[config.mk]
export PLATFORM = sky130hd
export DESIGN_NAME = bdown_acc
export DESIGN_NICKNAME = d
export VERILOG_FILES = /design/src/rtl/bdown_pkg.sv /design/src/rtl/bdown_acc.sv
export SDC_FILE = /design/constraint.sdc
export NUM_CORES = 1
export LEC_CHECK = 0
export BUFFER_PORTS_ARGS = -buffer_cell sky130_fd_sc_hd__buf_2
export CORE_ASPECT_RATIO = 0.75
export CORE_MARGIN = 3
export CORE_UTILIZATION = 46
export DETAILED_ROUTE_END_ITERATION = 8
export HOLD_SLACK_MARGIN = 0.03
export PLACE_DENSITY = 0.65
export SYNTH_ARGS = -nofsm -noshare
export SYNTH_HDL_FRONTEND = slang
export SYNTH_SLANG_ARGS = --single-unit
[constraint.sdc]
create_clock -name clk -period 24.9 [get_ports clk]
set_clock_uncertainty 0.15 [all_clocks]
set_input_delay 3.735 -clock clk [delete_from_list [all_inputs] [get_ports clk]]
set_output_delay 3.735 -clock clk [all_outputs]
set_load 0.03 [all_outputs]
[src/rtl/bdown_pkg.sv]
// ============================================================================
// bdown_pkg
// Shared types, widths and constant tables for the block average downscaler.
// ============================================================================
`default_nettype none

package bdown_pkg;

  localparam int PIX_W      = 8;
  localparam int SUM_W      = 16;
  localparam int FACTOR_W   = 5;
  localparam int DIM_W      = 11;
  localparam int MAX_FACTOR = 16;
  localparam int BLK_W      = (MAX_FACTOR > 1) ? $clog2(MAX_FACTOR) : 1;
  localparam int RECIP_W    = 17;
  localparam int RECIP_SHIFT = 16;

  localparam int MAX_WIDTH_DEF  = 1024;
  localparam int MAX_HEIGHT_DEF = 1024;

  localparam int APB_ADDR_W = 4;
  localparam int APB_DATA_W = 32;

  localparam logic [FACTOR_W-1:0] RST_FACTOR = 5'd2;
  localparam logic [DIM_W-1:0]    RST_WIDTH  = 11'd640;
  localparam logic [DIM_W-1:0]    RST_HEIGHT = 11'd480;

  typedef enum logic [1:0] {
    ST_OK        = 2'd0,
    ST_BAD_PARAM = 2'd1,
    ST_SIZE      = 2'd2
  } status_t;

  typedef enum logic [1:0] {
    REG_FACTOR = 2'd0,
    REG_WIDTH  = 2'd1,
    REG_HEIGHT = 2'd2,
    REG_MODE   = 2'd3
  } reg_idx_t;

  // Configuration as seen by the datapath. wr pulses in the cycle of a write.
  typedef struct packed {
    logic [FACTOR_W-1:0] k;
    logic [DIM_W-1:0]    width;
    logic [DIM_W-1:0]    height;
    logic                mode;
    status_t             status;
    logic                busy;
    logic                wr;
  } cfg_t;

  // Per-pixel control decided from the position counters.
  typedef struct packed {
    status_t status;
    logic    first;
    logic    accum;
    logic    emit;
    logic    last;
  } item_t;

  // floor(65536 / (k*k)) for factor codes 1 to 31; code 0 holds 0.
  localparam logic [RECIP_W-1:0] RECIP_TABLE [32] = '{
    17'd0,     17'd65536, 17'd16384, 17'd7281,  17'd4096,  17'd2621,
    17'd1820,  17'd1337,  17'd1024,  17'd809,   17'd655,   17'd541,
    17'd455,   17'd387,   17'd334,   17'd291,   17'd256,   17'd226,
    17'd202,   17'd181,   17'd163,   17'd148,   17'd135,   17'd123,
    17'd113,   17'd104,   17'd96,    17'd89,    17'd83,    17'd77,
    17'd72,    17'd68
  };

endpackage

`default_nettype wire

[src/rtl/bdown_acc.sv]
// ============================================================================
// bdown_acc
// Column-sum update, reciprocal scaling and the result register.
// ============================================================================
`default_nettype none

module bdown_acc #(
  parameter int MAX_WIDTH = bdown_pkg::MAX_WIDTH_DEF,
  localparam int CW = (MAX_WIDTH > 1) ? $clog2(MAX_WIDTH) : 1
) (
  input  wire logic                          clk,
  input  wire logic                          rst_n,
  input  wire bdown_pkg::cfg_t               cfg,
  input  wire logic                          accept,
  input  wire bdown_pkg::item_t              item,
  input  wire logic [bdown_pkg::PIX_W-1:0]   pixel,
  input  wire logic [CW-1:0]                 idx,
  input  wire logic [bdown_pkg::SUM_W-1:0]   rdata,
  output logic                               ram_we,
  output logic      [CW-1:0]                 ram_waddr,
  output logic      [bdown_pkg::SUM_W-1:0]   ram_wdata,
  output logic                               hold,
  output logic                               out_valid,
  input  wire logic                          out_stall,
  output logic      [bdown_pkg::PIX_W-1:0]   out_pixel_out,
  output logic      [1:0]                    out_status,
  output logic                               out_last_of_frame
);

  localparam int SW = bdown_pkg::SUM_W;
  localparam int XW = bdown_pkg::PIX_W;
  localparam int RW = bdown_pkg::RECIP_W;

  logic             s1_valid_r;
  bdown_pkg::item_t s1_item_r;
  logic [XW-1:0]    s1_pix_r;
  logic [CW-1:0]    s1_idx_r;

  logic             fwd_valid_r;
  logic [CW-1:0]    fwd_idx_r;
  logic [SW-1:0]    fwd_sum_r;

  logic               out_valid_r, out_valid_nxt;
  logic [XW-1:0]      out_pix_r, out_pix_nxt;
  bdown_pkg::status_t out_status_r;
  logic               out_last_r;

  logic               s1_adv;
  logic [SW-1:0]      prev_sum, sum;
  logic [RW-1:0]      recip;
  logic [SW+RW-1:0]   prod;

  assign s1_adv = s1_valid_r && (!s1_item_r.emit || !out_valid_r || !out_stall);
  assign hold   = s1_valid_r && !s1_adv;

  always_comb begin
    // The RAM read was issued as the write of the previous pixel landed:
    // take the fresher value from the forwarding register.
    prev_sum = (fwd_valid_r && fwd_idx_r == s1_idx_r) ? fwd_sum_r : rdata;
    sum      = s1_item_r.first ? SW'(s1_pix_r) : prev_sum + SW'(s1_pix_r);
    recip    = bdown_pkg::RECIP_TABLE[cfg.k];
    prod     = (SW+RW)'(sum) * (SW+RW)'(recip);

    if (s1_item_r.status != bdown_pkg::ST_OK) begin
      out_pix_nxt = '0;
    end else if (s1_item_r.accum) begin
      out_pix_nxt = prod[bdown_pkg::RECIP_SHIFT +: XW];
    end else begin
      out_pix_nxt = s1_pix_r;
    end
    out_valid_nxt = (s1_adv && s1_item_r.emit) || (out_valid_r && out_stall);
  end

  assign ram_we    = s1_adv && s1_item_r.accum;
  assign ram_waddr = s1_idx_r;
  assign ram_wdata = sum;

  always_ff @(posedge clk) begin
    if (!rst_n) begin
      s1_valid_r  <= 1'b0;
      fwd_valid_r <= 1'b0;
      out_valid_r <= 1'b0;
    end else begin
      s1_valid_r  <= accept || hold;
      out_valid_r <= out_valid_nxt;
      if (ram_we) begin
        fwd_valid_r <= 1'b1;
      end
    end
  end

  always_ff @(posedge clk) begin
    if (accept) begin
      s1_item_r <= item;
      s1_pix_r  <= pixel;
      s1_idx_r  <= idx;
    end
    if (ram_we) begin
      fwd_idx_r <= s1_idx_r;
      fwd_sum_r <= sum;
    end
    if (s1_adv && s1_item_r.emit) begin
      out_pix_r    <= out_pix_nxt;
      out_status_r <= s1_item_r.status;
      out_last_r   <= s1_item_r.last;
    end
  end

  assign out_valid         = out_valid_r;
  assign out_pixel_out     = out_pix_r;
  assign out_status        = out_status_r;
  assign out_last_of_frame = out_last_r;

  a_err_zero: assert property (@(posedge clk) disable iff (!rst_n)
    (out_valid_r && out_status_r != bdown_pkg::ST_OK) |-> (out_pix_r == '0 && !out_last_r))
    else $error("error beat carries pixel data");

  a_s1_hold: assert property (@(posedge clk) disable iff (!rst_n)
    hold |=> (s1_valid_r && $stable(s1_idx_r) && $stable(s1_pix_r)))
    else $error("held pixel changed in the sum stage");

endmodule

`default_nettype wire

==> reports/metrics.yaml <==
area_growth_syn_to_layout_pct: 11.0
antenna_violating_nets_post_route: 0
grt_max_degree: 34
relSlewSlack_pct: 27.7
syn_area_sq_mm: 0.00995
final.min_clock_period_ns: 12.38
rsz_0062_raised_after_global_routing: "false"
warnings_from_yosys: 0
worstHoldPathType: "flop to flop"
die-area_sq_mm: 0.0234
asyncSetResetFlopFracSynth_pct: 0
dieWidth_um: 176
worstSetupStartpointType: "input port"
initial_core_util_pct: 48.0
timing.critical_path.to_type: "flop"
detail_route.wirelength_um: 26600
cts.path.max_buffers: 2
reg2reg_from: "ram_waddr[2]"
finalSetupViolations: 0
cts_sinks: 64
place.detailed.hpwl_um: 21600
synth_seq_area_share_pct: 19.0
outcome: "finished, final reports clean"
crit_start: "rdata[0]"
timing_worst_slew_pin_value_ns: 1.08
detail_route.wl_per_cell_um: 18.6
cts_post_setup_buffers_inserted: 0
clkSlewWorstSetupHoldPaths_ns: 0.05
cts_tree: "built"
worst-endpoint-arrival_ns: 12.40
drc_markers: 0
layout_common_cells: "208 x sky130_fd_sc_hd__inv_1, 158 x sky130_fd_sc_hd__fa_1, 128 x sky130_fd_sc_hd__nand2_1, 102 x sky130_fd_sc_hd__nor2_1, 88 x sky130_fd_sc_hd__buf_2"
core_region_area_sq_mm: 0.0207
worst_setup_path_type: "input port to flop"
gate_count_of_the_mapped_netlist: 1053
setup-tns-final_ns: 0
first_iter_violations: 796
power_density_mw_per_mm2: 76.6
first_global_vias: 7741
finalCritPeriodShare_pct: 49.7
antenna_found_initial: 0
rrSetupSlack_ns: 14.51
port_buffers: 88
num_vias: 7599
worstPathRequired_ns: 24.92
postSynthAreaPerCell_sq_um: 9.45
cpPeakStageDelay_ns: 0.74
synth_seq_cells: 64
maxClockFrequency_ghz: 0.0808
post_synth_num_cell_types: 64
hold_path_end: "out_last_of_frame"
number_of_instances_on_the_worst_hold_path: 0
antenna-diode-count: 0
avgViaCountPerCell: 5.32
final_max_slew_viol_count: 0
io_pins: 116
cts_resized: 0
power.ir.vdd_worst_mv: 0.0824
final_util_pct: 53.3
gr-total-overflow: 0
number_of_rows_in_the_core_area: 45
nNetsFinal: 1462
grtUsageTotal_pct: 23.7
worst_r2r_endpoint: "out_pixel_out[7]"
post-route-cell-area_sq_mm: 0.0110
die_h_um: 133
cts_hold_buf: 0
timing_hold_violations_final: 0
grt_pass1_wl_um: 43200
worstHoldStart: "s1_item_r[0]"
cts-root-buf: "sky130_fd_sc_hd__clkbuf_16"
worstSkewPairLatency_ns: 0.33
synth_enable_flop_cells: 61
finalNonFillerCells: 1428
final_common_cell: "sky130_fd_sc_hd__inv_1"
critPathMaxFanout: 10
post_route_cells_drive_above_1_share_pct: 13.3
r2r.worst_path.cells: 38
h-tree-depth: 3
power.leakage_uw: 0.00517
cap_viol_max_count: 0
critPathSlowestCell: "sky130_fd_sc_hd__nor2_1"
cts_inserted_buffers: 9
dp_cells: 1412
first_pass_iteration_count_of_the_detailed_router: 5
postSynth.topFlopCell: "sky130_fd_sc_hd__edfxtp_1"
gp_congestion: 0.906
dpl_cell_area_sq_mm: 0.0108
synthesis.nets: 1374
timing.hold.ws_ns: 0.270
cell families after synthesis:
family / count (synthesis) / synth area share, %
AOI/OAI and AO/OA: 103 / 7.26
xor gates and xnor gates: 43 / 4.06
adders and majority gates: 245 / 42.7
buffers and inverters: 244 / 9.34
DFF: 64 / 19.0
muxes: 27 / 2.99
and+or+nand+nor: 327 / 14.6
routing by layer:
layer,up-vias,track usage [%],routed length (um)
met3,18,5.61,2690
met5,-,0,0
li1,3505,-,-
met2,320,34.3,11000
met4,0,2.33,206
met1,3756,37.5,12700
how the worst max path moves through the flow:
| stage | end | slack, ns | cells after the start |
|---|---|---|---|
| after floorplan | out_pixel_out[7] | 13.18 | 32 |
| after global placement | out_pixel_out[7] | 12.39 | 35 |
| after detailed placement | out_pixel_out[7] | 12.29 | 35 |
| after CTS | out_pixel_out[7] | 12.62 | 35 |
| after global routing | out_pixel_out[7] | 12.06 | 35 |
| final | out_pixel_out[7] | 12.52 | 35 |
through the flow:
| step | total power [uW] | setup slack, ns |
|---|---|---|
| floorplan | 552 | 13.18 |
| global placement | 725 | 12.39 |
| detailed placement | 731 | 12.29 |
| CTS | 854 | 12.62 |
| global route | 946 | 12.06 |
| finish | 846 | 12.52 |
where the power goes:
group          internal, uW  total [uW]  switching [uW]
sequential              127         132            4.45
combinational           239         604             365
clock                  66.8         110            43.4
area by class of cell:
type,instances,area [sq um]
Fill cell,1982,9680
Multi-Input combinational cell,745,7150
Sequential cell,64,1890
Inverter,215,807
Timing Repair Buffer,106,576
Tap cell,282,353
Clock buffer,12,236
Clock inverter,4,22.5
registers in the layout, summed over array words and instances (netlist names):
name and cells:
out_valid 1, fwd_sum_r 16, out_pixel_out 8, fwd_idx_r 10, fwd_valid_r 1, s1_pix_r 8, out_last_of_frame 1, out_status 2
s1_item_r 6, s1_valid_r 1, ram_waddr 10
Yosys cell counts (all sizes together) (8+ instances only):
cell type | n | area share (%)
nor2 | 102 | 3.8
o21ai | 11 | 0.55
a211oi | 12 | 1.0
xnor2 | 29 | 2.6
nand3 | 16 | 0.80
a21oi | 34 | 1.7
nand2b | 10 | 0.63
clkbuf | 21 | 0.79
nand2 | 128 | 4.8
mux2 | 12 | 1.4
mux2i | 14 | 1.4
fa | 158 | 32
nor3 | 17 | 0.91
ha | 87 | 11
and2 | 18 | 1.1
buf | 8 | 0.44
inv | 209 | 7.9
edfxtp | 61 | 18
xor2 | 12 | 1.1
critical path, delay by kind of cell:
| family | cells | cell delay (ns) |
|---|---|---|
| adders and majority gates | 9 | 3.59 |
| AOI/OAI and AO/OA | 10 | 2.21 |
| and+or+nand+nor | 7 | 1.92 |
| xor gates and xnor gates | 1 | 0.41 |
| buffers and inverters | 7 | 0.39 |
| muxes | 1 | 0.13 |
Power figures use the tool's default switching activity.
