===== config.mk =====
export PLATFORM = sky130hd
export DESIGN_NAME = bdown_pos
export DESIGN_NICKNAME = d
export VERILOG_FILES = /design/src/rtl/bdown_pkg.sv /design/src/rtl/bdown_pos.sv
export SDC_FILE = /design/constraint.sdc
export NUM_CORES = 1
export LEC_CHECK = 0
export BUFFER_PORTS_ARGS = -buffer_cell sky130_fd_sc_hd__buf_2
export CAP_MARGIN = 20
export CORE_UTILIZATION = 46
export CTS_CLUSTER_DIAMETER = 30
export CTS_CLUSTER_SIZE = 14
export DETAILED_ROUTE_END_ITERATION = 6
export MAX_ROUTING_LAYER = met4
export PLACE_DENSITY = 0.66
export SYNTH_ARGS = -nofsm -noshare
export SYNTH_HDL_FRONTEND = slang
export SYNTH_SLANG_ARGS = --single-unit

===== constraint.sdc =====
create_clock -name clk -period 4 [get_ports clk]
set_input_delay 0.8 -clock clk [delete_from_list [all_inputs] [get_ports clk]]
set_output_delay 0.8 -clock clk [all_outputs]
set_load 0.01 [all_outputs]

===== src/rtl/bdown_pkg.sv =====
// ============================================================================
// bdown_pkg
// Shared types, widths and constant tables for the block average downscaler.
// ============================================================================
`default_nettype none

package bdown_pkg;

  localparam int PIX_W      = 8;
  localparam int SUM_W      = 16;
  localparam int FACTOR_W   = 5;
  localparam int DIM_W      = 11;
  localparam int MAX_FACTOR = 16;
  localparam int BLK_W      = (MAX_FACTOR > 1) ? $clog2(MAX_FACTOR) : 1;
  localparam int RECIP_W    = 17;
  localparam int RECIP_SHIFT = 16;

  localparam int MAX_WIDTH_DEF  = 1024;
  localparam int MAX_HEIGHT_DEF = 1024;

  localparam int APB_ADDR_W = 4;
  localparam int APB_DATA_W = 32;

  localparam logic [FACTOR_W-1:0] RST_FACTOR = 5'd2;
  localparam logic [DIM_W-1:0]    RST_WIDTH  = 11'd640;
  localparam logic [DIM_W-1:0]    RST_HEIGHT = 11'd480;

  typedef enum logic [1:0] {
    ST_OK        = 2'd0,
    ST_BAD_PARAM = 2'd1,
    ST_SIZE      = 2'd2
  } status_t;

  typedef enum logic [1:0] {
    REG_FACTOR = 2'd0,
    REG_WIDTH  = 2'd1,
    REG_HEIGHT = 2'd2,
    REG_MODE   = 2'd3
  } reg_idx_t;

  // Configuration as seen by the datapath. wr pulses in the cycle of a write.
  typedef struct packed {
    logic [FACTOR_W-1:0] k;
    logic [DIM_W-1:0]    width;
    logic [DIM_W-1:0]    height;
    logic                mode;
    status_t             status;
    logic                busy;
    logic                wr;
  } cfg_t;

  // Per-pixel control decided from the position counters.
  typedef struct packed {
    status_t status;
    logic    first;
    logic    accum;
    logic    emit;
    logic    last;
  } item_t;

  // floor(65536 / (k*k)) for factor codes 1 to 31; code 0 holds 0.
  localparam logic [RECIP_W-1:0] RECIP_TABLE [32] = '{
    17'd0,     17'd65536, 17'd16384, 17'd7281,  17'd4096,  17'd2621,
    17'd1820,  17'd1337,  17'd1024,  17'd809,   17'd655,   17'd541,
    17'd455,   17'd387,   17'd334,   17'd291,   17'd256,   17'd226,
    17'd202,   17'd181,   17'd163,   17'd148,   17'd135,   17'd123,
    17'd113,   17'd104,   17'd96,    17'd89,    17'd83,    17'd77,
    17'd72,    17'd68
  };

endpackage

`default_nettype wire


===== src/rtl/bdown_pos.sv =====
// ============================================================================
// bdown_pos
// Raster position counters and the per-pixel control they imply.
// ============================================================================
`default_nettype none

module bdown_pos #(
  parameter int MAX_WIDTH  = bdown_pkg::MAX_WIDTH_DEF,
  parameter int MAX_HEIGHT = bdown_pkg::MAX_HEIGHT_DEF,
  localparam int CW = (MAX_WIDTH > 1) ? $clog2(MAX_WIDTH) : 1
) (
  input  wire logic            clk,
  input  wire logic            rst_n,
  input  wire bdown_pkg::cfg_t cfg,
  input  wire logic            accept,
  output bdown_pkg::item_t     item_o,
  output logic [CW-1:0]        idx_o
);

  localparam int RW  = (MAX_HEIGHT > 1) ? $clog2(MAX_HEIGHT) : 1;
  localparam int BW  = bdown_pkg::BLK_W;
  localparam int FW  = bdown_pkg::FACTOR_W;
  localparam int DW  = bdown_pkg::DIM_W;
  localparam int PW0 = (CW > RW) ? CW : RW;
  localparam int PW  = ((PW0 > DW) ? PW0 : DW) + 1;

  logic [CW-1:0] col_r, col_nxt;
  logic [CW-1:0] bcol_r, bcol_nxt;
  logic [RW-1:0] row_r, row_nxt;
  logic [BW-1:0] cib_r, cib_nxt;
  logic [BW-1:0] rib_r, rib_nxt;

  logic [PW-1:0] col_x, row_x, w_x, h_x, k_x;
  logic [FW-1:0] k_m1;
  logic          ok, col_end, row_end, cib_end, rib_end, first, blk_end;
  logic          last_avg, last_nn;

  always_comb begin
    col_x    = PW'(col_r);
    row_x    = PW'(row_r);
    w_x      = PW'(cfg.width);
    h_x      = PW'(cfg.height);
    k_x      = PW'(cfg.k);
    k_m1     = cfg.k - FW'(1);
    ok       = (cfg.status == bdown_pkg::ST_OK);
    col_end  = col_x >= w_x - PW'(1);
    row_end  = row_x >= h_x - PW'(1);
    cib_end  = FW'(cib_r) >= k_m1;
    rib_end  = FW'(rib_r) >= k_m1;
    first    = (cib_r == '0) && (rib_r == '0);
    blk_end  = (FW'(cib_r) == k_m1) && (FW'(rib_r) == k_m1);
    last_avg = (col_x == w_x - PW'(1)) && (row_x == h_x - PW'(1));
    last_nn  = (col_x == w_x - k_x) && (row_x == h_x - k_x);

    item_o.status = cfg.status;
    item_o.first  = first;
    item_o.accum  = ok && !cfg.mode;
    item_o.emit   = !ok || (cfg.mode ? first : blk_end);
    item_o.last   = ok && (cfg.mode ? last_nn : last_avg);
  end

  assign idx_o = bcol_r;

  always_comb begin
    col_nxt  = col_r;
    bcol_nxt = bcol_r;
    row_nxt  = row_r;
    cib_nxt  = cib_r;
    rib_nxt  = rib_r;
    if (cfg.wr) begin
      col_nxt  = '0;
      bcol_nxt = '0;
      row_nxt  = '0;
      cib_nxt  = '0;
      rib_nxt  = '0;
    end else if (accept && ok) begin
      if (col_end) begin
        col_nxt  = '0;
        bcol_nxt = '0;
        cib_nxt  = '0;
        if (row_end) begin
          row_nxt = '0;
          rib_nxt = '0;
        end else begin
          row_nxt = row_r + RW'(1);
          rib_nxt = rib_end ? '0 : rib_r + BW'(1);
        end
      end else begin
        col_nxt = col_r + CW'(1);
        if (cib_end) begin
          cib_nxt  = '0;
          bcol_nxt = bcol_r + CW'(1);
        end else begin
          cib_nxt = cib_r + BW'(1);
        end
      end
    end
  end

  always_ff @(posedge clk) begin
    if (!rst_n) begin
      col_r  <= '0;
      bcol_r <= '0;
      row_r  <= '0;
      cib_r  <= '0;
      rib_r  <= '0;
    end else begin
      col_r  <= col_nxt;
      bcol_r <= bcol_nxt;
      row_r  <= row_nxt;
      cib_r  <= cib_nxt;
      rib_r  <= rib_nxt;
    end
  end

  a_blk_range: assert property (@(posedge clk) disable iff (!rst_n)
    (!cfg.busy && cfg.status == bdown_pkg::ST_OK) |-> (FW'(cib_r) < cfg.k && FW'(rib_r) < cfg.k))
    else $error("block position outside the block");

  a_col_range: assert property (@(posedge clk) disable iff (!rst_n)
    (!cfg.busy && cfg.status == bdown_pkg::ST_OK) |-> (PW'(col_r) < PW'(cfg.width)))
    else $error("column counter outside the frame");

endmodule

`default_nettype wire


==> results.json, run 1 <==
{
  "status": "complete, but fails checks",
  "violations": "setup timing",
  "cpMostUsedCell": "buf_2",
  "yosysUniqueCellTypes": 62,
  "num_antenna_cells": 0,
  "cp_cell_sequence": "buf_2 -> buf_4 -> ha_1 -> nor2b_1 -> a31o_2 -> or4_4 -> a211oi_2 -> o2111ai_1 -> o41ai_2 -> buf_2",
  "grt_pass1_wl_mm": 17.1,
  "setup_ws_ns": -0.00774,
  "async_flop_share": 0,
  "synth_simple_gate_area_frac": 0.277,
  "viasPerCell": 5.70,
  "n_fill_cell": 812,
  "first_pass_iters": 5,
  "synth_mux_area_frac": 0.0206,
  "fin_skew_ns": 0.00679,
  "synthAdderAreaFrac": 0.163,
  "cts.sinks": 38,
  "htreeDepth": 2,
  "cts_buffer_depth": 2,
  "syn_avg_cell_area_um2": 7.83,
  "ir_drop_mv": 0.0989,
  "max_stage_delay_ns": 0.51,
  "drive_gt1_frac": 0.213,
  "wirelength_mm": 10.4,
  "drc": 0,
  "fp.dieArea_um2": 8940,
  "clock_latency_ns": 0.31,
  "regToRegStartpoint": "row_r[6]",
  "numCtsBuffers": 5,
  "cp.arrival_ns": 3.21,
  "ioPinCount": 51,
  "tritoncts": "built",
  "powerDensity_nw_per_um2": 202,
  "endpoint_kind": "primary output",
  "crit_fanout": 4,
  "dp_hpwl_mm": 8.23,
  "numPortBuffers": 49,
  "area_growth_pct": 19.0,
  "nNetsFinal": 666,
  "total_power_uw": 948,
  "ys_warn_count": 0,
  "yosysTopAreaCell": "dfxtp_1",
  "cts_root_buffer": "clkbuf_8",
  "fin_util": 0.568,
  "instances_no_fill": 687,
  "die_x_um": 94.6,
  "syn-num-nets": 588,
  "setup_viol": 1,
  "rsz0062_at_grt": "yes",
  "synth_top_family_by_area": "simple AND/OR/NAND/NOR gates",
  "dp.cells": 678,
  "grt_overflow": 0,
  "die_h_um": 94.6,
  "cp-start-kind": "input pin",
  "drtAntennaViolNets": 0,
  "hp-class": "reg2reg",
  "slew_headroom": 0.503,
  "synth_top_area_frac": 0.193,
  "track_usage": 0.249,
  "synthCells": 503,
  "fin_crit_sh": 1.00,
  "tightestPinTransition_ns": 0.744,
  "finalCriticalPeriod_ns": 4.01,
  "synth_compound_gate_area_share": 0.162,
  "synth_xor_area_frac": 0.131,
  "ys_ff_latch": 38,
  "place_congestion": 0.856,
  "postCtsHoldBufs": 0,
  "cap_violations": 0,
  "worst_path_max_delay_cell": "or4_4",
  "core_um2": 8260,
  "mostFrequentLayoutCells": "49 x buf_2, 47 x nor2_1, 47 x ha_1, 44 x buf_4, 38 x dfxtp_1",
  "hp-start": "cib_r[0]",
  "hold_violations": 0,
  "path_clk_slew_ns": 0.08,
  "cp.required_ns": 3.20,
  "synth_edf_count": 0,
  "drtIter0Drc": 124,
  "max_freq_mhz": 250,
  "synth_seq_area_share": 0.193,
  "p_leak_uw": 0.00197,
  "finalMaxSlewViolations": 0,
  "layout_commonest_cell": "buf_2",
  "ys.flop_type": "dfxtp_1",
  "initial_core_util": 0.477,
  "synth.cell_area_um2": 3940,
  "cp-startpoint": "cfg[9]",
  "synth_area_leaders": "dfxtp_1 19%, ha_1 15%, xnor2_1 7.8%",
  "place_ws_ns": -0.145,
  "antenna_found_initial": 0,
  "wl_per_cell_um": 15.1,
  "fp-row-count": 33,
  "first_global_vias": 3621,
  "grt_max_degree": 24,
  "path_class": "in2out",
  "vias": 3916
}
==> synthesized netlist by cell type (all sizes together) (8+ instances only) <==
cell / n
ha: 48
dfxtp: 38
inv: 24
xnor2: 35
a31oi: 8
or4: 9
nor2: 48
o31ai: 8
buf: 9
a21oi: 29
xor2: 24
nand4: 12
clkbuf: 13
and3: 15
nand3: 29
nand2: 33
nor2b: 8
nor3: 15
o21ai: 17
==> kinds of logic after synthesis <==
group / Yosys count
xor+xnor: 59
mux: 8
compound gates: 97
buf+inv: 46
flops: 38
fa+ha+maj: 50
simple gates: 205
==> layer usage <==
layer / vias up / part of all wire / GRT usage
met5: - / 0 / -
li1: 1988 / - / -
met3: 12 / 0.035 / 0.0306
met4: 0 / 0.013 / 0.0619
met1: 1843 / 0.48 / 0.320
met2: 73 / 0.47 / 0.414
==> registers in the layout, summed over array words and instances, names as in the netlist <==
| register | count |
|---|---|
| cib_r | 4 |
| row_r | 10 |
| idx_o | 10 |
| col_r | 10 |
| rib_r | 4 |
==> what timing repair did <==
item                       CTS  global route
pin swaps                    6             0
setup endpoints to repair    1             1
buffers inserted             0             1
resized for setup            7             4
==> per-stage QoR <==
step / TNS (ns) / hold WS (ns) / area, um2
floorplan: 0 / 0.462 / 3940
global placement: -0.117 / 0.479 / 4520
detailed placement: -0.145 / 0.493 / 4520
CTS: 0 / 0.505 / 4660
global route: -0.0879 / 0.536 / 4690
finish: -0.00774 / 0.499 / 4690
==> critical path: cells and delay by family <==
family / cells / cell delay [ns]
simple gates: 2 / 0.65
buf+inv: 3 / 0.44
fa+ha+maj: 1 / 0.33
compound gates: 4 / 0.97
==> final cells by class <==
class / count / area, um2 / area share
Clock buffer: 6 / 82.6 / 0.0176
Clock inverter: 2 / 12.5 / 0.00267
Inverter: 24 / 90.1 / 0.0192
Multi-Input combinational cell: 419 / 3040 / 0.647
Sequential cell: 38 / 761 / 0.162
Tap cell: 105 / 131 / 0.0280
Timing Repair Buffer: 93 / 576 / 0.123
==> power breakdown <==
| part | internal [uW] | switching, uW |
|---|---|---|
| combinational | 123 | 148 |
| sequential | 378 | 0.922 |
| clock | 139 | 160 |
==> path summary, 6_finish.rpt <==
path,cells after the start,to,slack (ns)
worst max-delay path,10,item_o[0],-0.008
worst min-delay path,2,cib_r[0],0.50
worst max register to register,12,row_r[9],1.32
worst min register to register,2,cib_r[0],0.50
No activity file was read; power rests on OpenSTA's default activity.
==> inputs of run 2 (changes only) <==
--- a/config.mk
+++ b/config.mk
@@ -13,6 +13,7 @@
 export DETAILED_ROUTE_END_ITERATION = 6
 export MAX_ROUTING_LAYER = met4
 export PLACE_DENSITY = 0.66
+export SKIP_CTS_REPAIR_TIMING = 1
 export SYNTH_ARGS = -nofsm -noshare
 export SYNTH_HDL_FRONTEND = slang
 export SYNTH_SLANG_ARGS = --single-unit
==> run 2 against run 1 <==
- clock power fell by 2%
- critical path type unchanged
- clock skew increased by 0.0023 ns
- register-to-register slack got worse by 0.02 ns
- power grew 0.15%
- global-route usage decreased by 0.30 points
- first-iteration DRC count is 22% lower
- critical path depth rose by 1
- non-clock buffer count stayed put
- sequential cell count unchanged
- maximum frequency increased by 0.88%
- the flow now finishes without violations
==> results.json, run 2 (synthesis gave the netlist of run 1 again) <==
{
  "status": "completed",
  "hold_path_end": "cib_r[0]",
  "worst_path_max_delay_cell": "or4_4",
  "wl_per_cell_um": 15.1,
  "first_pass_iters": 4,
  "mostFrequentLayoutCells": "49 x buf_2, 47 x nor2_1, 45 x ha_1, 44 x buf_4, 38 x dfxtp_1",
  "rsz0062_at_grt": "yes",
  "hp-class": "reg2reg",
  "hold_slack_ns": 0.499,
  "track_usage": 0.246,
  "dp.cells": 678,
  "initial_core_util": 0.477,
  "nNetsFinal": 666,
  "n_fill_cell": 802,
  "drtIter0Drc": 97,
  "tritoncts": "built",
  "grt_max_degree": 24,
  "instances_no_fill": 687,
  "hold_violations": 0,
  "cp-start-kind": "input pin",
  "layout_commonest_cell": "buf_2",
  "endpoint_kind": "primary output",
  "ir_drop_mv": 0.0964,
  "core_um2": 8260,
  "cpMostUsedCell": "buf_2",
  "fin_crit_sh": 0.993,
  "cp.required_ns": 3.20,
  "finalCriticalPeriod_ns": 3.97,
  "antenna_found_initial": 0,
  "die_h_um": 94.6,
  "drive_gt1_frac": 0.227,
  "dp_hpwl_mm": 8.23,
  "ioPinCount": 51,
  "slew_headroom": 0.506,
  "critPathBufInv": 3,
  "p_leak_uw": 0.00197,
  "drc": 0,
  "fp.dieArea_um2": 8940,
  "vias": 3898,
  "max_freq_mhz": 252,
  "powerDensity_nw_per_um2": 200,
  "numPortBuffers": 49,
  "cp.arrival_ns": 3.17,
  "numCtsBuffers": 5,
  "grt_pass1_wl_mm": 16.9,
  "drtAntennaViolNets": 0,
  "r2r_end": "row_r[9]",
  "place_congestion": 0.856,
  "min_path_cells": 2,
  "viasPerCell": 5.67,
  "max_stage_delay_ns": 0.48,
  "num_antenna_cells": 0,
  "cts.sinks": 38,
  "tightestPinTransition_ns": 0.739,
  "cp_cell_sequence": "buf_2 -> inv_2 -> ha_4 -> nor2b_2 -> o21a_1 -> a31o_4 -> or4_4 -> a211oi_2 -> o2111ai_2 -> o41ai_2 -> buf_2",
  "wirelength_mm": 10.4,
  "regToRegStartpoint": "row_r[6]",
  "setup_tns_ns": 0,
  "path_class": "in2out",
  "crit_family": "compound AO/OA/AOI/OAI gates",
  "cts_root_buffer": "clkbuf_8",
  "finalMaxSlewViolations": 0,
  "cts_buffer_depth": 2,
  "setup_viol": 0,
  "cap_violations": 0,
  "crit_fanout": 2,
  "first_global_vias": 3568,
  "regToRegSetupSlack_ns": 1.30,
  "area_growth_pct": 20.4,
  "die_x_um": 94.6,
  "fp-row-count": 33,
  "htreeDepth": 2,
  "hp-start": "cib_r[0]",
  "worstRegToRegCells": 12,
  "path_clk_slew_ns": 0.08,
  "grt_overflow": 0,
  "total_power_uw": 950,
  "clock_latency_ns": 0.30,
  "fin_skew_ns": 0.00914
}
## run 2: cell counts in the layout (fill, tap and decap cells not counted)
Identical to the previous run, type by type.
## run 2: cell type report
class / count / area (um2) / share of cell area
inverters: 24 / 90.1 / 0.0190
well taps: 105 / 131 / 0.0277
clock inverters: 2 / 12.5 / 0.00264
multi-input cells: 419 / 3090 / 0.651
flip-flops and latches: 38 / 761 / 0.160
repair buffers: 93 / 576 / 0.121
clock buffers: 6 / 82.6 / 0.0174
## run 2: report_power, final
group          switching (uW)  total, uW  internal (uW)
registers               0.929        379            378
logic                     151        277            126
clock network             155        293            139
## run 2: per-stage QoR
stage	cell area [um2]	utilization	worst slack, ns
after floorplan	3940	-	0.252
after global placement	4520	0.547	-0.117
after detailed placement	4520	0.547	-0.145
after CTS	4620	0.559	-0.143
after global routing	4740	0.574	-0.0774
final	4740	0.574	0.0272
## run 2: worst max path at each step
| stage | startpoint | to | slack [ns] | cells past startpoint |
|---|---|---|---|---|
| final | cfg[28] | item_o[0] | 0.03 | 11 |
| after global routing | cfg[16] | item_o[0] | -0.08 | 16 |
| after CTS | cfg[16] | item_o[0] | -0.14 | 11 |
| after detailed placement | cfg[16] | item_o[0] | -0.14 | 11 |
| after global placement | cfg[16] | item_o[0] | -0.12 | 11 |
| after floorplan | cfg[28] | item_o[0] | 0.25 | 9 |
## run 2: worst reg2reg max path, stage by stage, from the launching register on
cell     delay, ns
dfxtp_1       0.39
ha_1          0.33
and3_1        0.17
nand4_1       0.18
buf_4         0.19
buf_4         0.12
a31oi_1       0.19
o31ai_1       0.11
buf_4         0.15
and2_0        0.16
buf_4         0.15
a21oi_1       0.34
nor2_1        0.09
## run 2: layer usage
metal / routed length [um] / up-vias / GRT usage / part of all wire
met5: 0 / - / - / 0
met3: 385 / 12 / 0.0306 / 0.037
met1: 4970 / 1831 / 0.320 / 0.48
li1: - / 1986 / - / -
met2: 4890 / 69 / 0.403 / 0.47
met4: 123 / 0 / 0.0619 / 0.012
