===== config.mk =====
export PLATFORM = sky130hd
export DESIGN_NAME = bdown_cfg
export DESIGN_NICKNAME = d
export VERILOG_FILES = /design/src/rtl/bdown_pkg.sv /design/src/rtl/bdown_cfg.sv
export SDC_FILE = /design/constraint.sdc
export NUM_CORES = 1
export LEC_CHECK = 0
export BUFFER_PORTS_ARGS = -buffer_cell sky130_fd_sc_hd__buf_2
export CAP_MARGIN = 20
export CORE_MARGIN = 2
export CORE_UTILIZATION = 45
export DETAILED_ROUTE_END_ITERATION = 8
export PLACE_DENSITY_LB_ADDON = 0.2
export RECOVER_POWER = 25
export SLEW_MARGIN = 20
export SYNTH_ARGS = -nofsm -noshare
export SYNTH_HDL_FRONTEND = slang
export SYNTH_SLANG_ARGS = --single-unit

===== constraint.sdc =====
create_clock -name clk -period 5.15 [get_ports clk]
set_clock_uncertainty 0.1 [all_clocks]
set_input_delay 0.515 -clock clk [delete_from_list [all_inputs] [get_ports clk]]
set_output_delay 0.515 -clock clk [all_outputs]
set_load 0.005 [all_outputs]

===== src/rtl/bdown_pkg.sv =====
// ============================================================================
// bdown_pkg
// Shared types, widths and constant tables for the block average downscaler.
// ============================================================================
`default_nettype none

package bdown_pkg;

  localparam int PIX_W      = 8;
  localparam int SUM_W      = 16;
  localparam int FACTOR_W   = 5;
  localparam int DIM_W      = 11;
  localparam int MAX_FACTOR = 16;
  localparam int BLK_W      = (MAX_FACTOR > 1) ? $clog2(MAX_FACTOR) : 1;
  localparam int RECIP_W    = 17;
  localparam int RECIP_SHIFT = 16;

  localparam int MAX_WIDTH_DEF  = 1024;
  localparam int MAX_HEIGHT_DEF = 1024;

  localparam int APB_ADDR_W = 4;
  localparam int APB_DATA_W = 32;

  localparam logic [FACTOR_W-1:0] RST_FACTOR = 5'd2;
  localparam logic [DIM_W-1:0]    RST_WIDTH  = 11'd640;
  localparam logic [DIM_W-1:0]    RST_HEIGHT = 11'd480;

  typedef enum logic [1:0] {
    ST_OK        = 2'd0,
    ST_BAD_PARAM = 2'd1,
    ST_SIZE      = 2'd2
  } status_t;

  typedef enum logic [1:0] {
    REG_FACTOR = 2'd0,
    REG_WIDTH  = 2'd1,
    REG_HEIGHT = 2'd2,
    REG_MODE   = 2'd3
  } reg_idx_t;

  // Configuration as seen by the datapath. wr pulses in the cycle of a write.
  typedef struct packed {
    logic [FACTOR_W-1:0] k;
    logic [DIM_W-1:0]    width;
    logic [DIM_W-1:0]    height;
    logic                mode;
    status_t             status;
    logic                busy;
    logic                wr;
  } cfg_t;

  // Per-pixel control decided from the position counters.
  typedef struct packed {
    status_t status;
    logic    first;
    logic    accum;
    logic    emit;
    logic    last;
  } item_t;

  // floor(65536 / (k*k)) for factor codes 1 to 31; code 0 holds 0.
  localparam logic [RECIP_W-1:0] RECIP_TABLE [32] = '{
    17'd0,     17'd65536, 17'd16384, 17'd7281,  17'd4096,  17'd2621,
    17'd1820,  17'd1337,  17'd1024,  17'd809,   17'd655,   17'd541,
    17'd455,   17'd387,   17'd334,   17'd291,   17'd256,   17'd226,
    17'd202,   17'd181,   17'd163,   17'd148,   17'd135,   17'd123,
    17'd113,   17'd104,   17'd96,    17'd89,    17'd83,    17'd77,
    17'd72,    17'd68
  };

endpackage

`default_nettype wire


===== src/rtl/bdown_cfg.sv =====
// ============================================================================
// bdown_cfg
// Register file on the APB port and a bit-serial check of the frame geometry.
// ============================================================================
`default_nettype none

module bdown_cfg #(
  parameter int MAX_WIDTH  = bdown_pkg::MAX_WIDTH_DEF,
  parameter int MAX_HEIGHT = bdown_pkg::MAX_HEIGHT_DEF
) (
  input  wire logic                            clk,
  input  wire logic                            rst_n,
  input  wire logic                            psel,
  input  wire logic                            penable,
  input  wire logic                            pwrite,
  input  wire logic [bdown_pkg::APB_ADDR_W-1:0] paddr,
  input  wire logic [bdown_pkg::APB_DATA_W-1:0] pwdata,
  output logic      [bdown_pkg::APB_DATA_W-1:0] prdata,
  output logic                                 pready,
  output bdown_pkg::cfg_t                      cfg_o
);

  localparam int FW = bdown_pkg::FACTOR_W;
  localparam int DW = bdown_pkg::DIM_W;

  logic [FW-1:0]      k_r;
  logic [DW-1:0]      width_r;
  logic [DW-1:0]      height_r;
  logic               mode_r;
  bdown_pkg::status_t status_r, status_nxt;
  logic               busy_r, busy_nxt;
  logic [3:0]         step_r, step_nxt;
  logic [FW-1:0]      remw_r, remw_nxt;
  logic [FW-1:0]      remh_r, remh_nxt;
  logic               wr_en;
  logic [3:0]         bit_idx;
  bdown_pkg::reg_idx_t reg_idx;

  // One restoring step of the remainder by k.
  function automatic logic [FW-1:0] mod_step(input logic [FW-1:0] rem, input logic b,
                                             input logic [FW-1:0] k);
    logic [FW:0] t;
    begin
      t = {rem, b};
      if (t >= {1'b0, k}) begin
        t = t - {1'b0, k};
      end
      return t[FW-1:0];
    end
  endfunction

  assign pready  = 1'b1;
  assign wr_en   = psel && penable && pwrite;
  assign reg_idx = bdown_pkg::reg_idx_t'(paddr[3:2]);
  assign bit_idx = 4'(DW - 1) - step_r;

  always_comb begin
    prdata = '0;
    unique case (reg_idx)
      bdown_pkg::REG_FACTOR: prdata = 32'(k_r);
      bdown_pkg::REG_WIDTH:  prdata = 32'(width_r);
      bdown_pkg::REG_HEIGHT: prdata = 32'(height_r);
      bdown_pkg::REG_MODE:   prdata = 32'(mode_r);
    endcase
  end

  always_comb begin
    busy_nxt   = busy_r;
    step_nxt   = step_r;
    status_nxt = status_r;
    remw_nxt   = mod_step(remw_r, width_r[bit_idx], k_r);
    remh_nxt   = mod_step(remh_r, height_r[bit_idx], k_r);
    if (wr_en) begin
      busy_nxt = 1'b1;
      step_nxt = '0;
      remw_nxt = '0;
      remh_nxt = '0;
    end else if (busy_r) begin
      step_nxt = step_r + 4'd1;
      if (step_r == 4'(DW - 1)) begin
        busy_nxt = 1'b0;
        if (k_r == '0 || 32'(k_r) > 32'(bdown_pkg::MAX_FACTOR)) begin
          status_nxt = bdown_pkg::ST_BAD_PARAM;
        end else if (remw_nxt != '0 || remh_nxt != '0) begin
          status_nxt = bdown_pkg::ST_SIZE;
        end else if (width_r == '0 || height_r == '0 ||
                     32'(width_r) > 32'(MAX_WIDTH) || 32'(height_r) > 32'(MAX_HEIGHT)) begin
          status_nxt = bdown_pkg::ST_BAD_PARAM;
        end else begin
          status_nxt = bdown_pkg::ST_OK;
        end
      end
    end else begin
      remw_nxt = remw_r;
      remh_nxt = remh_r;
    end
  end

  always_ff @(posedge clk) begin
    if (!rst_n) begin
      k_r      <= bdown_pkg::RST_FACTOR;
      width_r  <= bdown_pkg::RST_WIDTH;
      height_r <= bdown_pkg::RST_HEIGHT;
      mode_r   <= 1'b0;
      status_r <= bdown_pkg::ST_BAD_PARAM;
      busy_r   <= 1'b1;
      step_r   <= '0;
      remw_r   <= '0;
      remh_r   <= '0;
    end else begin
      status_r <= status_nxt;
      busy_r   <= busy_nxt;
      step_r   <= step_nxt;
      remw_r   <= remw_nxt;
      remh_r   <= remh_nxt;
      if (wr_en) begin
        unique case (reg_idx)
          bdown_pkg::REG_FACTOR: k_r      <= pwdata[FW-1:0];
          bdown_pkg::REG_WIDTH:  width_r  <= pwdata[DW-1:0];
          bdown_pkg::REG_HEIGHT: height_r <= pwdata[DW-1:0];
          bdown_pkg::REG_MODE:   mode_r   <= pwdata[0];
        endcase
      end
    end
  end

  assign cfg_o = '{k: k_r, width: width_r, height: height_r, mode: mode_r,
                   status: status_r, busy: busy_r, wr: wr_en};

  a_step_range: assert property (@(posedge clk) disable iff (!rst_n)
    busy_r |-> step_r <= 4'(DW - 1))
    else $error("geometry check ran past its last bit");

endmodule

`default_nettype wire


==> metrics.txt, run 1 <==
status finished, final reports clean; Clock Power Share between 20% and 30%; max-cap violation count 0; top-area cell type share of the netlist area 31.3%; Worst slew margin between 30% and 40%; Pint approximately 0.75 mW; vias about 2500; layout cell share with drive strength beyond 1 19.3%; WL/cell 14.6 µm; Hold Crit Class in2reg; Die Span X approximately 84 µm; Antenna diodes 0; Hold Path Cell Cnt 3; crit path launch type flop; Area Overhead vs Synth 11.6%; input/output buffers 60; CTS tree done; clock root buffer clkbuf_8; Clock transition at path regs 0.09 ns; Switching Share between 30% and 40%; Die Ht ~84 µm; # DRC 0; Post-CTS Setup Inserts 0; Sequential Power Share a little over a third; asr flop ratio synth 0%; crit path DAT 4.19 ns; Mapped Avg Cell Area between 8 and 9 µm²; later-pin clock latency in the skew report 0.30 ns; Cells after Synth 340; vias in the first global route 2231; Pwr per Cell Area between 300 and 400 nW/µm²; sequential fraction of the synthesis area a little under a third; cts hold-fix bufs 0; CTS Buffer Depth 2; worst vdd ir around 0.00016 V; CTS sink count between 40 and 50; gpl congestion ~0.85; Final Hold Violating Endpoints 0; fin. max-slew vios 0; CP required between 5 and 6 ns; fin crit share between 70% and 80%; crit path capture type flop; effective utilization at floorplan between 40% and 50%; cells on worst reg2reg path 14; Finished Core Util just over 50%; hpwl dp around 5 mm; Reg2Reg Setup Slack 1.04 ns; largest net degree at the start of global routing 32; Pre-Repair DR Iteration Count 4; Max Clk Rate 243 MHz; DR iter-0 viols 91; post-CTS sizing 0; setup_tns 0 ns; ANT nets after route 0; Sw Pwr about 0.39 mW; #FFs+latches synth 45; Synth Flop Type dfxtp_1; Die Area 7060 µm²; Worst Tran Pin Value ~0.93 ns; number of core rows 29; initial antenna violation count 0; core area approximately 6300 µm²; largest cells by area after synthesis dfxtp_1 31%, mux2i_1 8.7%, nand2_1 7.8%, buf_4 6.8%, ha_1 5.6%; Mapped Area between 2000 and 3000 µm²; CP max FO 9; Top Ports about 110; first-pass GRT wire length 11.2 mm; detailed-route vias per instance 5.27; grt total ovfl 0; TritonCTS Buffers 5; Nets approximately 440; GRT Overall Usage between 10% and 20%; Period minus WS final around 4 ns; Synth warnings 0; combinational share of power approximately two fifths; Setup CP Type reg2reg; htree depth 2; RSZ-0062 raised after global routing no; Setup Viol. Count Final 0; post-synth top area cell dfxtp_1; Routed WL 6.79 mm; P_leak between 1 and 1.5 nW; Yosys cell types 47; EDFF count, synth 0; total power 1.14 mW
## flip-flops by register name (all words and copies together), names as in the netlist
register	flops
status_r	2
remw_r	5
remh_r	5
busy_r	1
width_r	11
height_r	11
mode_r	1
k_r	5
step_r	4
## cells in the final DEF, fill, tap and decap left out, types with 8 or more instances in the layout
master	Yosys	final
nand2_1	60	60
buf_2	0	56
dfxtp_1	45	45
mux2i_1	25	25
nor2_1	23	23
conb_1	2	22
a21boi_0	16	16
nand3_1	15	15
ha_1	13	13
inv_1	12	12
nor2b_1	9	9
o21ai_0	8	8
xor2_1	8	8
## cell usage after synthesis (all sizes together) (2+ instances only)
| cell | count |
|---|---|
| nand2 | 60 |
| dfxtp | 45 |
| buf | 29 |
| mux2i | 25 |
| nor2 | 24 |
| a21boi | 16 |
| nand3 | 15 |
| ha | 13 |
| clkbuf | 12 |
| inv | 12 |
| o21ai | 10 |
| nor2b | 9 |
| xor2 | 8 |
| a211oi | 7 |
| a21oi | 6 |
| a22o | 6 |
| mux4 | 5 |
| nor4 | 5 |
| xnor2 | 4 |
| o22ai | 3 |
| and2 | 2 |
| conb | 2 |
| fa | 2 |
| nor3 | 2 |
| o21a | 2 |
| or3 | 2 |
## metrics by stage
stage	area (µm²)	hold WS, ns	cells	worst slack [ns]
5_1_grt	3220	0.342	465	0.754
3_5_place_dp	3100	0.386	457	1.03
2_1_floorplan	2960	0.361	360	1.33
6_report	3220	0.338	465	1.04
4_1_cts	3220	0.340	465	1.01
3_3_place_gp	3100	0.383	457	1.04
## cells by family after synthesis
kind of cell / count (synthesis) / synth area share (%)
flops: 45 / 31.2
fa+ha+maj: 15 / 7.03
compound gates: 58 / 14.5
buf+inv: 53 / 10.5
mux: 31 / 13.1
xor+xnor: 12 / 3.91
other cells: 2 / 0.261
simple gates: 124 / 19.4
## worst max-delay path, cell delays in order (launching register included)
cell and delay [ns]:
dfxtp_1 0.37, ha_1 0.52, mux4_1 0.36, mux2i_1 0.20, o21a_1 0.16, ha_1 0.15
inv_1 0.05, fa_1 0.41, a211oi_1 0.27, nor2_2 0.11, a21oi_4 0.24, o211ai_1 0.17
a2111o_1 0.44, nor4b_2 0.31, o22ai_1 0.13
## path summary, 6_finish.rpt
check                                  from           to
worst min-delay path              pwdata[7]  height_r[7]
worst max register to register    step_r[1]  status_r[1]
worst max-delay path              step_r[1]  status_r[1]
worst min register to register  status_r[1]  status_r[1]
## layer usage
metal	GRT usage [%]	wire length [µm]
met5	0	0
met2	31.7	3240
met4	4.84	76
met3	2.67	223
met1	26.9	3250
## final cells by class
type	count	area, µm²
Inverter	12	45.0
Clock buffer	6	82.6
Multi-Input combinational cell	262	1750
Tap cell	77	96.3
Fill cell	633	3060
Timing Repair Buffer	61	303
Clock inverter	2	37.5
Sequential cell	45	901
## power groups by stage
| stage | sequential, mW | combinational [mW] | clock, mW |
|---|---|---|---|
| 2_1_floorplan | 0.412 | 0.374 | 0 |
| 3_3_place_gp | 0.419 | 0.432 | 0 |
| 3_5_place_dp | 0.419 | 0.440 | 0 |
| 4_1_cts | 0.411 | 0.442 | 0.287 |
| 5_1_grt | 0.416 | 0.495 | 0.304 |
| 6_report | 0.411 | 0.440 | 0.285 |
(Power assumes the default switching activity.)
==> inputs of run 2 (changes only) <==
--- a/config.mk
+++ b/config.mk
@@ -5,6 +5,7 @@
 export SDC_FILE = /design/constraint.sdc
 export NUM_CORES = 1
 export LEC_CHECK = 0
+export ABC_AREA = 1
 export BUFFER_PORTS_ARGS = -buffer_cell sky130_fd_sc_hd__buf_2
 export CAP_MARGIN = 20
 export CORE_MARGIN = 2
==> constraint.sdc (replaced) <==
create_clock -name clk -period 3.87 [get_ports clk]
set_clock_uncertainty 0.1 [all_clocks]
set_input_delay 0.387 -clock clk [delete_from_list [all_inputs] [get_ports clk]]
set_output_delay 0.387 -clock clk [all_outputs]
set_load 0.005 [all_outputs]
==> run 2 against run 1 <==
  * Critical path depth up 10
  * Clock-buffer cell count unchanged
  * Core utilization up 0.75 points
  * Sequential share of layout area down 0.72 points
  * First-iteration DRC count up 35%
  * Maximum frequency up 24%
  * Die area up 2.7%
  * Via count up 19%
  * Critical endpoint is now status_r[0]
==> metrics.txt, run 2 <==
input/output buffers 60 (unchanged); Yosys cell types 32 (-32%); #FFs+latches synth 45 (unchanged); vias in the first global route 2651 (+19%); cts hold-fix bufs 0 (unchanged); GRT Overall Usage 20.5% (+1.2 points); Area Overhead vs Synth 11.4%; Fill cells 651 (+2.8%); cell area after layout 3300 µm² (+2.6%); Hold Path Cell Cnt 3 (unchanged); layout cell share with drive strength beyond 1 17.1% (-2.3 points); RR Startpoint step_r[0]; htree depth 2 (unchanged); Antenna diodes 0 (unchanged); CTS tree done; first-pass GRT wire length 12.1 mm (+8.1%); multi-input logic area 1650 µm² (-5.9%); hpwl dp 5.70 mm (+12%); initial antenna violation count 0 (unchanged); Top Ports 106 (unchanged); setup_tns 0 ns (unchanged); top flop regs height_r x11, width_r x11; Buf+Inv Stages, Crit Path 4 (+3); P_leak 1.72 nW (+15%); status finished, final reports clean; most common library cells after synthesis 86 x nand2_1, 56 x inv_1, 45 x dfxtp_1; grt total ovfl 0 (unchanged); most common cell after layout, fill and taps aside nand2_1; Synth Flop Type dfxtp_1; Setup CP Type reg2reg; Pre-Repair DR Iteration Count 4 (unchanged); EDFF count, synth 0 (unchanged); Max Clk Rate 300 MHz (+24%); slowest CP cell ha_1; max-cap violation count 0 (unchanged); Nets 547 (+23%); Worst slew margin 58.7% (+21 points); fin. max-slew vios 0 (unchanged); WL/cell 13.0 µm (-11%); sequential cell area 901 µm² (unchanged); WP depth 24 (+10); sequential fraction of the synthesis area 30.4% (-0.86 points); Pwr per Cell Area 499 nW/µm² (+41%); TritonCTS Buffers 5 (unchanged); Period minus WS final 3.33 ns (-0.784 ns); Routed WL 7.38 mm (+8.8%); CP max FO 13 (+4); Placed Area 3200 µm² (+3.3%); core area 6350 µm² (+1.2%); placed cell count 561 (+23%); Finished Layout Cells 569 (+22%); Die Ht 85.2 µm (+1.3%); detailed-route vias per instance 5.14 (-2.4%); Worst Tran Pin Value 0.618 ns (-0.312 ns); Die Span X 85.2 µm (+1.3%); largest cells by area after synthesis dfxtp_1 30%, nand2_1 11%, nand3_1 7.4%, inv_1 7.1%, buf_4 6.8%; largest net degree at the start of global routing 30 (-6.3%); CTS Buffer Depth 2 (unchanged); Largest stage delay, worst path 0.41 ns (-0.11 ns); RSZ-0062 raised after global routing no; crit path launch type flop; clock root buffer clkbuf_8; Finished Core Util 52.0% (+0.75 points); DR iter-0 viols 123 (+35%); cells on worst reg2reg path 24 (+10); Die Area 7250 µm² (+2.7%); Post-CTS Setup Inserts 0 (unchanged); asr flop ratio synth 0% (unchanged); Synth warnings 0 (unchanged); worst vdd ir 0.000281 V (+77%); vias 2927 (+19%); CP top delay family simple AND/OR/NAND/NOR gates; top-area cell type share of the netlist area 30.4% (-0.86 points); Clock transition at path regs 0.09 ns (about the same); WHS 0.221 ns (-0.117 ns); post-CTS sizing 0 (unchanged); fin crit share 86.1% (+6.2 points); post-synth top area cell dfxtp_1; crit path DAT 3.48 ns (-0.71 ns); Cells after Synth 439 (+29%); count leader, synth nand2_1; Crit. Startpoint step_r[0]; Min-Delay Startpoint pwdata[5]; later-pin clock latency in the skew report 0.30 ns (about the same); Hold Crit Class in2reg; ANT nets after route 0 (unchanged); crit path capture type flop; effective utilization at floorplan 46.7% (+0.76 points); gpl congestion 0.865 (+1.9%); Final Hold Violating Endpoints 0 (unchanged); CP required 4.02 ns (-1.21 ns); Setup Viol. Count Final 0 (unchanged); # DRC 0 (unchanged); Mapped Avg Cell Area 6.75 µm² (-20%); worst-path cell chain inv_2 -> ha_1 -> inv_1 -> nand3_1 -> o21ai_0 -> nand3_1 -> nand2_1 -> inv_1 -> ha_1 -> inv_1 -> fa_1 -> nand3_1 -> nand2_1 -> nand2_2 -> nand2_2 -> nand2_1 -> nand2_1 -> nor2_1 -> nand2_1 -> nor2_1 -> nand3_1 -> nand2_1 -> nand2_1 -> nand2_1; number of core rows 29 (unchanged); Mapped Area 2960 µm² (+2.8%); most used cell, CP nand2_1; commonest cells after routing, fill and taps aside 86 x nand2_1, 57 x inv_1, 57 x buf_2; CTS sink count 45 (unchanged)
==> run 2: cell count changes in the layout (fill, tap and decap cells not counted), moves of 20 or more <==
cell     previous run  this run
inv_1              12        57
nand2_1            60        86
o21ai_0             8        33
a21oi_1             5        25
nand3_1            15        44
mux2i_1            25         0
==> run 2: stage by stage <==
stage	setup slack, ns	power, mW
finish	0.540	1.65
floorplan	0.851	1.14
CTS	0.510	1.66
global route	0.116	1.81
global placement	0.557	1.27
detailed placement	0.531	1.28
==> run 2: worst min-delay path, cell delays in order <==
cell and delay, ns:
buf_2 0.09, nand2_1 0.05, o211ai_1 0.07
==> run 2: report_power, final <==
group | internal [mW] | leakage, nW | switching, mW | total (mW)
Combinational | 0.257 | 1.29 | 0.455 | 0.713
Sequential | 0.514 | 0.366 | 0.0439 | 0.558
Clock | 0.210 | 0.0574 | 0.168 | 0.379
Total | 0.982 | 1.72 | 0.668 | 1.65
==> run 2: layout make-up <==
type	instances	area share (%)
clock buffers	6	2.50
flip-flops and latches	45	27.3
repair buffers	61	9.20
well taps	77	2.92
inverters	62	7.05
clock inverters	2	1.14
multi-input cells	316	49.9
==> run 2: logic make-up after synthesis <==
| kind of cell | after synthesis | share of synthesized area (%) |
|---|---|---|
| adders and majority gates | 15 | 6.84 |
| other | 2 | 0.253 |
| DFF | 45 | 30.4 |
| and+or+nand+nor | 187 | 28.0 |
| buffers and inverters | 98 | 15.9 |
| AOI/OAI and AO/OA | 84 | 16.3 |
| xor gates and xnor gates | 8 | 2.36 |
==> run 2: routing by layer <==
metal,track usage (%),routed length [µm],vias up
li1,-,-,1492
met1,28.2,3380,1334
met2,33.2,3460,90
met3,3.21,444,11
met4,6.35,98,0
met5,0,0,-
==> run 2: path summary, 6_finish.rpt <==
path / to / slack, ns
max: status_r[0] / 0.54
max reg2reg: status_r[0] / 0.54
min reg2reg: status_r[0] / 0.37
min: height_r[5] / 0.22
